==> src/hw/rtl/hkvm_pkg.sv <==
// Shared types, constants and helpers for the hex-keypad VM core.
// Used by hkvm_ctrl, hkvm_dp and hex_keypad_vm_cpu_core; no dependencies.
package hkvm_pkg;

  localparam int MEM_BYTES     = 4096;
  localparam int AW            = $clog2(MEM_BYTES);
  localparam int STACK_DEPTH   = 16;
  localparam int SPW           = $clog2(STACK_DEPTH);
  localparam int PROGRAM_START = 512;

  localparam int IN_DATA_W  = 56;
  localparam int IN_USER_W  = 2;
  localparam int OUT_DATA_W = 96;

  // item kinds carried on in_tuser
  localparam logic [1:0] ACT_LOAD = 2'd0;
  localparam logic [1:0] ACT_STEP = 2'd1;
  localparam logic [1:0] ACT_READ = 2'd2;

  // opcode groups (top nibble)
  localparam logic [3:0] OPC_SYS  = 4'h0;
  localparam logic [3:0] OPC_JP   = 4'h1;
  localparam logic [3:0] OPC_CALL = 4'h2;
  localparam logic [3:0] OPC_SEI  = 4'h3;
  localparam logic [3:0] OPC_SNEI = 4'h4;
  localparam logic [3:0] OPC_SER  = 4'h5;
  localparam logic [3:0] OPC_LDI  = 4'h6;
  localparam logic [3:0] OPC_ADDI = 4'h7;
  localparam logic [3:0] OPC_ALU  = 4'h8;
  localparam logic [3:0] OPC_SNER = 4'h9;
  localparam logic [3:0] OPC_LDIX = 4'hA;
  localparam logic [3:0] OPC_JPV0 = 4'hB;
  localparam logic [3:0] OPC_RND  = 4'hC;
  localparam logic [3:0] OPC_DRW  = 4'hD;
  localparam logic [3:0] OPC_KEY  = 4'hE;
  localparam logic [3:0] OPC_MISC = 4'hF;

  localparam logic [15:0] OP_CLS = 16'h00E0;
  localparam logic [15:0] OP_RET = 16'h00EE;

  localparam logic [3:0] ALU_MOV  = 4'h0;
  localparam logic [3:0] ALU_OR   = 4'h1;
  localparam logic [3:0] ALU_AND  = 4'h2;
  localparam logic [3:0] ALU_XOR  = 4'h3;
  localparam logic [3:0] ALU_ADD  = 4'h4;
  localparam logic [3:0] ALU_SUB  = 4'h5;
  localparam logic [3:0] ALU_SHR  = 4'h6;
  localparam logic [3:0] ALU_SUBN = 4'h7;
  localparam logic [3:0] ALU_SHL  = 4'hE;

  localparam logic [7:0] KK_SKP   = 8'h9E;
  localparam logic [7:0] KK_SKNP  = 8'hA1;
  localparam logic [7:0] KK_GETDT = 8'h07;
  localparam logic [7:0] KK_WKEY  = 8'h0A;
  localparam logic [7:0] KK_SETDT = 8'h15;
  localparam logic [7:0] KK_SETST = 8'h18;
  localparam logic [7:0] KK_ADDI  = 8'h1E;
  localparam logic [7:0] KK_FONT  = 8'h29;
  localparam logic [7:0] KK_BCD   = 8'h33;
  localparam logic [7:0] KK_STORE = 8'h55;
  localparam logic [7:0] KK_LOAD  = 8'h65;

  typedef enum logic [4:0] {
    CMD_NONE,
    CMD_CAPTURE,
    CMD_MEM_WR,
    CMD_FETCH_HI,
    CMD_FETCH_LO,
    CMD_READ_X,
    CMD_READ_Y,
    CMD_EXEC,
    CMD_DRAW_RD,
    CMD_DRAW_XOR,
    CMD_DRAW_END,
    CMD_BCD_WR,
    CMD_STORE_WR,
    CMD_LOAD_RD,
    CMD_LOAD_WR,
    CMD_TIMERS,
    CMD_RESULT
  } hkvm_cmd_t;

  typedef enum logic [2:0] {
    KIND_SIMPLE,
    KIND_DRAW,
    KIND_BCD,
    KIND_STORE,
    KIND_LOAD
  } op_kind_t;

  typedef struct packed {
    hkvm_cmd_t  cmd;
    logic [3:0] cnt;
  } hkvm_ctl_t;

  typedef struct packed {
    logic [1:0] action;
    op_kind_t   kind;
    logic [3:0] x;
    logic [3:0] n;
    logic       row_ok;
  } hkvm_stat_t;

  // decimal digit of an 8-bit value: 0 hundreds, 1 tens, 2 ones
  function automatic logic [7:0] bcd_digit(input logic [7:0] v, input logic [1:0] sel);
    logic [1:0]  hund;
    logic [7:0]  rem;
    logic [14:0] prod;
    logic [3:0]  tens;
    logic [7:0]  ones;
    hund = (v >= 8'd200) ? 2'd2 : ((v >= 8'd100) ? 2'd1 : 2'd0);
    rem  = v - (8'(hund) * 8'd100);
    prod = 15'(rem[6:0]) * 15'd205;   // rem < 100: (rem*205)>>11 == rem/10
    tens = prod[14:11];
    ones = rem - (8'(tens) * 8'd10);
    case (sel)
      2'd0:    bcd_digit = 8'(hund);
      2'd1:    bcd_digit = 8'(tens);
      default: bcd_digit = ones;
    endcase
  endfunction

endpackage

==> src/hw/rtl/hkvm_ctrl.sv <==
// Sequencer for the hex-keypad VM core: one-hot FSM, loop counter, out valid.
// Depends on hkvm_pkg; drives hkvm_dp through hkvm_ctl_t.
module hkvm_ctrl (
  input  logic                clk,
  input  logic                rst_n,
  input  logic                in_tvalid,
  output logic                in_tready,
  output logic                out_tvalid,
  input  logic                out_tready,
  output hkvm_pkg::hkvm_ctl_t ctl,
  input  hkvm_pkg::hkvm_stat_t stat
);
  import hkvm_pkg::*;

  typedef enum logic [16:0] {
    S_IDLE     = 17'h00001,
    S_DISP     = 17'h00002,
    S_MEMWR    = 17'h00004,
    S_FH       = 17'h00008,
    S_FL       = 17'h00010,
    S_RX       = 17'h00020,
    S_RY       = 17'h00040,
    S_EXEC     = 17'h00080,
    S_DRAW_RD  = 17'h00100,
    S_DRAW_XOR = 17'h00200,
    S_DRAW_END = 17'h00400,
    S_BCD      = 17'h00800,
    S_STORE    = 17'h01000,
    S_LOAD_RD  = 17'h02000,
    S_LOAD_WR  = 17'h04000,
    S_TIMERS   = 17'h08000,
    S_RESULT   = 17'h10000
  } state_t;

  state_t     state_r, state_nxt;
  logic [3:0] cnt_r, cnt_nxt;
  logic       oval_r, oval_nxt;
  hkvm_cmd_t  cmd;

  assign in_tready  = (state_r == S_IDLE);
  assign out_tvalid = oval_r;
  assign ctl.cmd    = cmd;
  assign ctl.cnt    = cnt_r;

  always_comb begin
    state_nxt = state_r;
    cnt_nxt   = cnt_r;
    cmd       = CMD_NONE;
    oval_nxt  = out_tready ? 1'b0 : oval_r;
    case (state_r)
      S_IDLE: begin
        if (in_tvalid) begin
          cmd       = CMD_CAPTURE;
          state_nxt = S_DISP;
        end
      end
      S_DISP: begin
        if (stat.action == ACT_LOAD) state_nxt = S_MEMWR;
        else if (stat.action == ACT_STEP) state_nxt = S_FH;
        else state_nxt = S_RESULT;
      end
      S_MEMWR: begin
        cmd       = CMD_MEM_WR;
        state_nxt = S_RESULT;
      end
      S_FH: begin
        cmd       = CMD_FETCH_HI;
        state_nxt = S_FL;
      end
      S_FL: begin
        cmd       = CMD_FETCH_LO;
        state_nxt = S_RX;
      end
      S_RX: begin
        cmd       = CMD_READ_X;
        state_nxt = S_RY;
      end
      S_RY: begin
        cmd       = CMD_READ_Y;
        state_nxt = S_EXEC;
      end
      S_EXEC: begin
        cmd     = CMD_EXEC;
        cnt_nxt = '0;
        case (stat.kind)
          KIND_DRAW:  state_nxt = S_DRAW_RD;
          KIND_BCD:   state_nxt = S_BCD;
          KIND_STORE: state_nxt = S_STORE;
          KIND_LOAD:  state_nxt = S_LOAD_RD;
          default:    state_nxt = S_TIMERS;
        endcase
      end
      S_DRAW_RD: begin
        if (cnt_r == stat.n || !stat.row_ok) begin
          state_nxt = S_DRAW_END;
        end else begin
          cmd       = CMD_DRAW_RD;
          state_nxt = S_DRAW_XOR;
        end
      end
      S_DRAW_XOR: begin
        cmd       = CMD_DRAW_XOR;
        cnt_nxt   = cnt_r + 4'd1;
        state_nxt = S_DRAW_RD;
      end
      S_DRAW_END: begin
        cmd       = CMD_DRAW_END;
        state_nxt = S_TIMERS;
      end
      S_BCD: begin
        cmd = CMD_BCD_WR;
        if (cnt_r == 4'd2) state_nxt = S_TIMERS;
        else cnt_nxt = cnt_r + 4'd1;
      end
      S_STORE: begin
        cmd = CMD_STORE_WR;
        if (cnt_r == stat.x) state_nxt = S_TIMERS;
        else cnt_nxt = cnt_r + 4'd1;
      end
      S_LOAD_RD: begin
        cmd       = CMD_LOAD_RD;
        state_nxt = S_LOAD_WR;
      end
      S_LOAD_WR: begin
        cmd = CMD_LOAD_WR;
        if (cnt_r == stat.x) begin
          state_nxt = S_TIMERS;
        end else begin
          cnt_nxt   = cnt_r + 4'd1;
          state_nxt = S_LOAD_RD;
        end
      end
      S_TIMERS: begin
        cmd       = CMD_TIMERS;
        state_nxt = S_RESULT;
      end
      S_RESULT: begin
        if (!oval_r || out_tready) begin
          cmd       = CMD_RESULT;
          oval_nxt  = 1'b1;
          state_nxt = S_IDLE;
        end
      end
      default: state_nxt = S_IDLE;
    endcase
  end

  always_ff @(posedge clk) begin
    if (!rst_n) begin
      state_r <= S_IDLE;
      cnt_r   <= '0;
      oval_r  <= 1'b0;
    end else begin
      state_r <= state_nxt;
      cnt_r   <= cnt_nxt;
      oval_r  <= oval_nxt;
    end
  end

endmodule

==> config.mk <==
export PLATFORM = sky130hd
export DESIGN_NAME = hkvm_ctrl
export DESIGN_NICKNAME = d
export VERILOG_FILES = /design/src/hw/rtl/hkvm_pkg.sv /design/src/hw/rtl/hkvm_ctrl.sv
export SDC_FILE = /design/constraint.sdc
export NUM_CORES = 1
export LEC_CHECK = 0
export ABC_CLOCK_PERIOD_IN_PS = 4540
export BUFFER_PORTS_ARGS = -buffer_cell sky130_fd_sc_hd__buf_2
export CAP_MARGIN = 20
export CORE_ASPECT_RATIO = 2
export CORE_MARGIN = 2
export CORE_UTILIZATION = 55
export CTS_CLUSTER_DIAMETER = 100
export DETAILED_ROUTE_END_ITERATION = 10
export PLACE_DENSITY_LB_ADDON = 0.1
export SYNTH_ARGS = -nofsm -noshare
export SYNTH_HDL_FRONTEND = slang
export SYNTH_SLANG_ARGS = --single-unit
==> constraint.sdc <==
create_clock -name clk -period 4.54 [get_ports clk]
set_input_delay 1.362 -clock clk [delete_from_list [all_inputs] [get_ports clk]]
set_output_delay 1.362 -clock clk [all_outputs]
set_load 0.05 [all_outputs]
==> flow_summary.json <==
{
  "status": "complete, no violations",
  "syn_area_per_cell_sq_um": 8.089,
  "dp_hpwl_um": 3650,
  "worst_pin_slew_ns": 0.7068,
  "final_core_util_pct": 63.91,
  "grt_max_degree": 16,
  "synth_edf_count": 0,
  "vias": 1683,
  "core_region_area_sq_mm": 0.002770,
  "period_needed_ns": 3.999,
  "placed_cells": 247,
  "fill_cells": 250,
  "crit_fanout": 3,
  "synth.net_count": 218,
  "wl_met3_um": 190,
  "postSynth.asyncResetShare_pct": 0,
  "clkSlewWorstSetupHoldPaths_ns": 0.08,
  "fp.dieH_um": 80.31,
  "layout_commonest_cell": "buf_2",
  "syn_to_final_growth_pct": 10.55,
  "cp-end-kind": "output pin",
  "n_antenna_cell": 0,
  "cp-startpoint": "stat[2]",
  "finClkSkew_ns": 0.002341,
  "dieWidth_um": 42.16,
  "wl_um": 4584,
  "r2r_start": "state_r[4]",
  "cts.htree.levels": 1,
  "grt_pass1_wl_um": 7341,
  "hold_viol": 0,
  "layout_common_cells": "buf_2, dfxtp_1, nand2_1",
  "hp-class": "reg -> reg",
  "overflow": 0,
  "cts_root_buf": "clkbuf_8",
  "synthFlopType": "dfxtp_1",
  "via_per_inst": 6.705,
  "whs_ns": 0.5863,
  "clock_path_buffers": 2,
  "gp_congestion": 0.9404,
  "hold_buffers": 0,
  "tns_ns": 0,
  "grt_use_total_pct": 28.23,
  "ys_seq_area_share_pct": 27.50,
  "layout.nets": 243,
  "grt_pass1_vias": 1645,
  "port_buffers": 28,
  "final.period_utilization_pct": 88.09,
  "drtAntennaViolNets": 0,
  "highest_layer": "met4",
  "wl_met1_um": 1627,
  "firstDrtPassIters": 4,
  "ctsResizeCount": 0,
  "ys_seq_elements": 22,
  "yosysWarningCount": 0,
  "numClockSinks": 22,
  "rows": 27,
  "numCtsBuffers": 3,
  "postSynthCellCount": 198,
  "antenna_found_initial": 0,
  "ios": 29,
  "start_util_pct": 57.81,
  "cts_tree": "built",
  "critPathArrivalTime_ns": 2.64,
  "r2r_slack_ns": 2.12,
  "fmax_ghz": 0.2500,
  "p_leak_uw": 0.0007150,
  "max_cap_viol_count": 0,
  "slew_headroom_pct": 52.22,
  "min_from": "state_r[8]",
  "clock_latency_ns": 0.27,
  "routedWlPerCell_um": 18.26,
  "crit_type": "in -> out",
  "dieArea_sq_mm": 0.003385,
  "grt_setup_unrepaired": "no",
  "setup_viol": 0,
  "maxSlewViolCount": 0,
  "peakVddDrop_v": 0.0001858,
  "postCtsSetupBuffers": 0,
  "required_ns": 3.18,
  "layoutNonFillerInstCount": 251,
  "drc": 0,
  "worst_setup_path_start_kind": "primary input",
  "route.met2.wl_um": 2562,
  "power_density_mw_per_mm2": 263.6,
  "drtIter0Drc": 77,
  "netlist_area_sq_mm": 0.001602,
  "drive_above_1_share_pct": 20.72,
  "synth_cell_types": 55
}
## through the flow
stage	power (uW)	setup WS (ns)	area [sq um]
3_3_place_gp	319.0	0.5749	1715
4_1_cts	463.1	0.5496	1770
2_1_floorplan	291.3	0.6023	1602
5_1_grt	481.1	0.3755	1770
6_report	466.6	0.5406	1770
3_5_place_dp	320.9	0.5514	1715
## per-layer routing
layer | up-vias | GRT usage [%]
li1 | 803 | -
met1 | 792 | 27.29
met2 | 65 | 53.75
met4 | 0 | 18.75
met5 | - | 0
met3 | 23 | 3.371
## registers in the layout, indices dropped and copies added, names as in the netlist
signal	count
state_r	17
out_tvalid	1
cnt_r	4
## cell families (layout without fill, tap and decap cells)
| logic type | Yosys count | after routing | synth area share, % |
|---|---|---|---|
| AO/OA/AOI/OAI | 37 | 37 | 15.39 |
| XOR/XNOR | 13 | 13 | 7.109 |
| adder cells (fa/ha/maj) | 2 | 2 | 1.562 |
| buffers and inverters | 17 | 41 | 6.718 |
| flip-flops | 22 | 22 | 27.50 |
| multiplexers | 2 | 2 | 1.250 |
| AND/OR/NAND/NOR | 105 | 105 | 40.47 |
## layout make-up
class                      instances  area (sq um)  share of cell area, %
timing repair buffer              31         162.7                  9.187
clock buffer                       4         55.05                  3.110
tap                               29         36.28                  2.049
sequential                        22         440.4                  24.88
multi-input combinational        159          1054                  59.51
inverter                           6         22.52                  1.272
## power by group
group          internal, uW  switching, uW  total (uW)
combinational          39.0           77.2         116
clock                  77.5           69.6         147
sequential              197           6.15         203
total                   314            153         467
## synth_stat cells (2+ instances only)
cell,n,area (sq um)
a211o_1,2,17.52
nor4b_1,4,35.03
buf_2,3,15.01
and2b_2,2,17.52
xor2_1,8,70.07
or4_1,2,15.01
nor3_1,9,45.04
xnor2_1,5,43.79
and2_1,3,18.77
nand2_1,14,52.55
mux2i_1,2,20.02
o22ai_1,3,18.77
a32oi_1,2,17.52
or4_4,3,33.78
nand2b_1,6,37.54
buf_4,3,22.52
a21oi_1,7,35.03
nand3_1,12,60.06
nand4b_1,3,26.28
and4_1,3,26.28
nor4_1,9,56.30
a211oi_1,2,15.01
or4b_2,3,30.03
nand4_1,8,50.05
nor2_1,12,45.04
or3_1,2,12.51
inv_1,6,22.52
nand3b_1,2,15.01
o21ai_0,10,50.05
dfxtp_1,22,440.4
ha_1,2,25.02
## final timing paths
path | to | cells after the start
worst max register to register | cnt_r[2] | 5
worst min register to register | state_r[10] | 2
worst min-delay path | state_r[10] | 2
worst max-delay path | ctl[7] | 7
## critical path: stages
cell	delay, ns
buf_2	0.10
xor2_1	0.13
o41ai_1	0.54
o21ai_0	0.17
nand2_1	0.09
nand2_1	0.04
buf_2	0.20
Power figures use the tool's default switching activity.
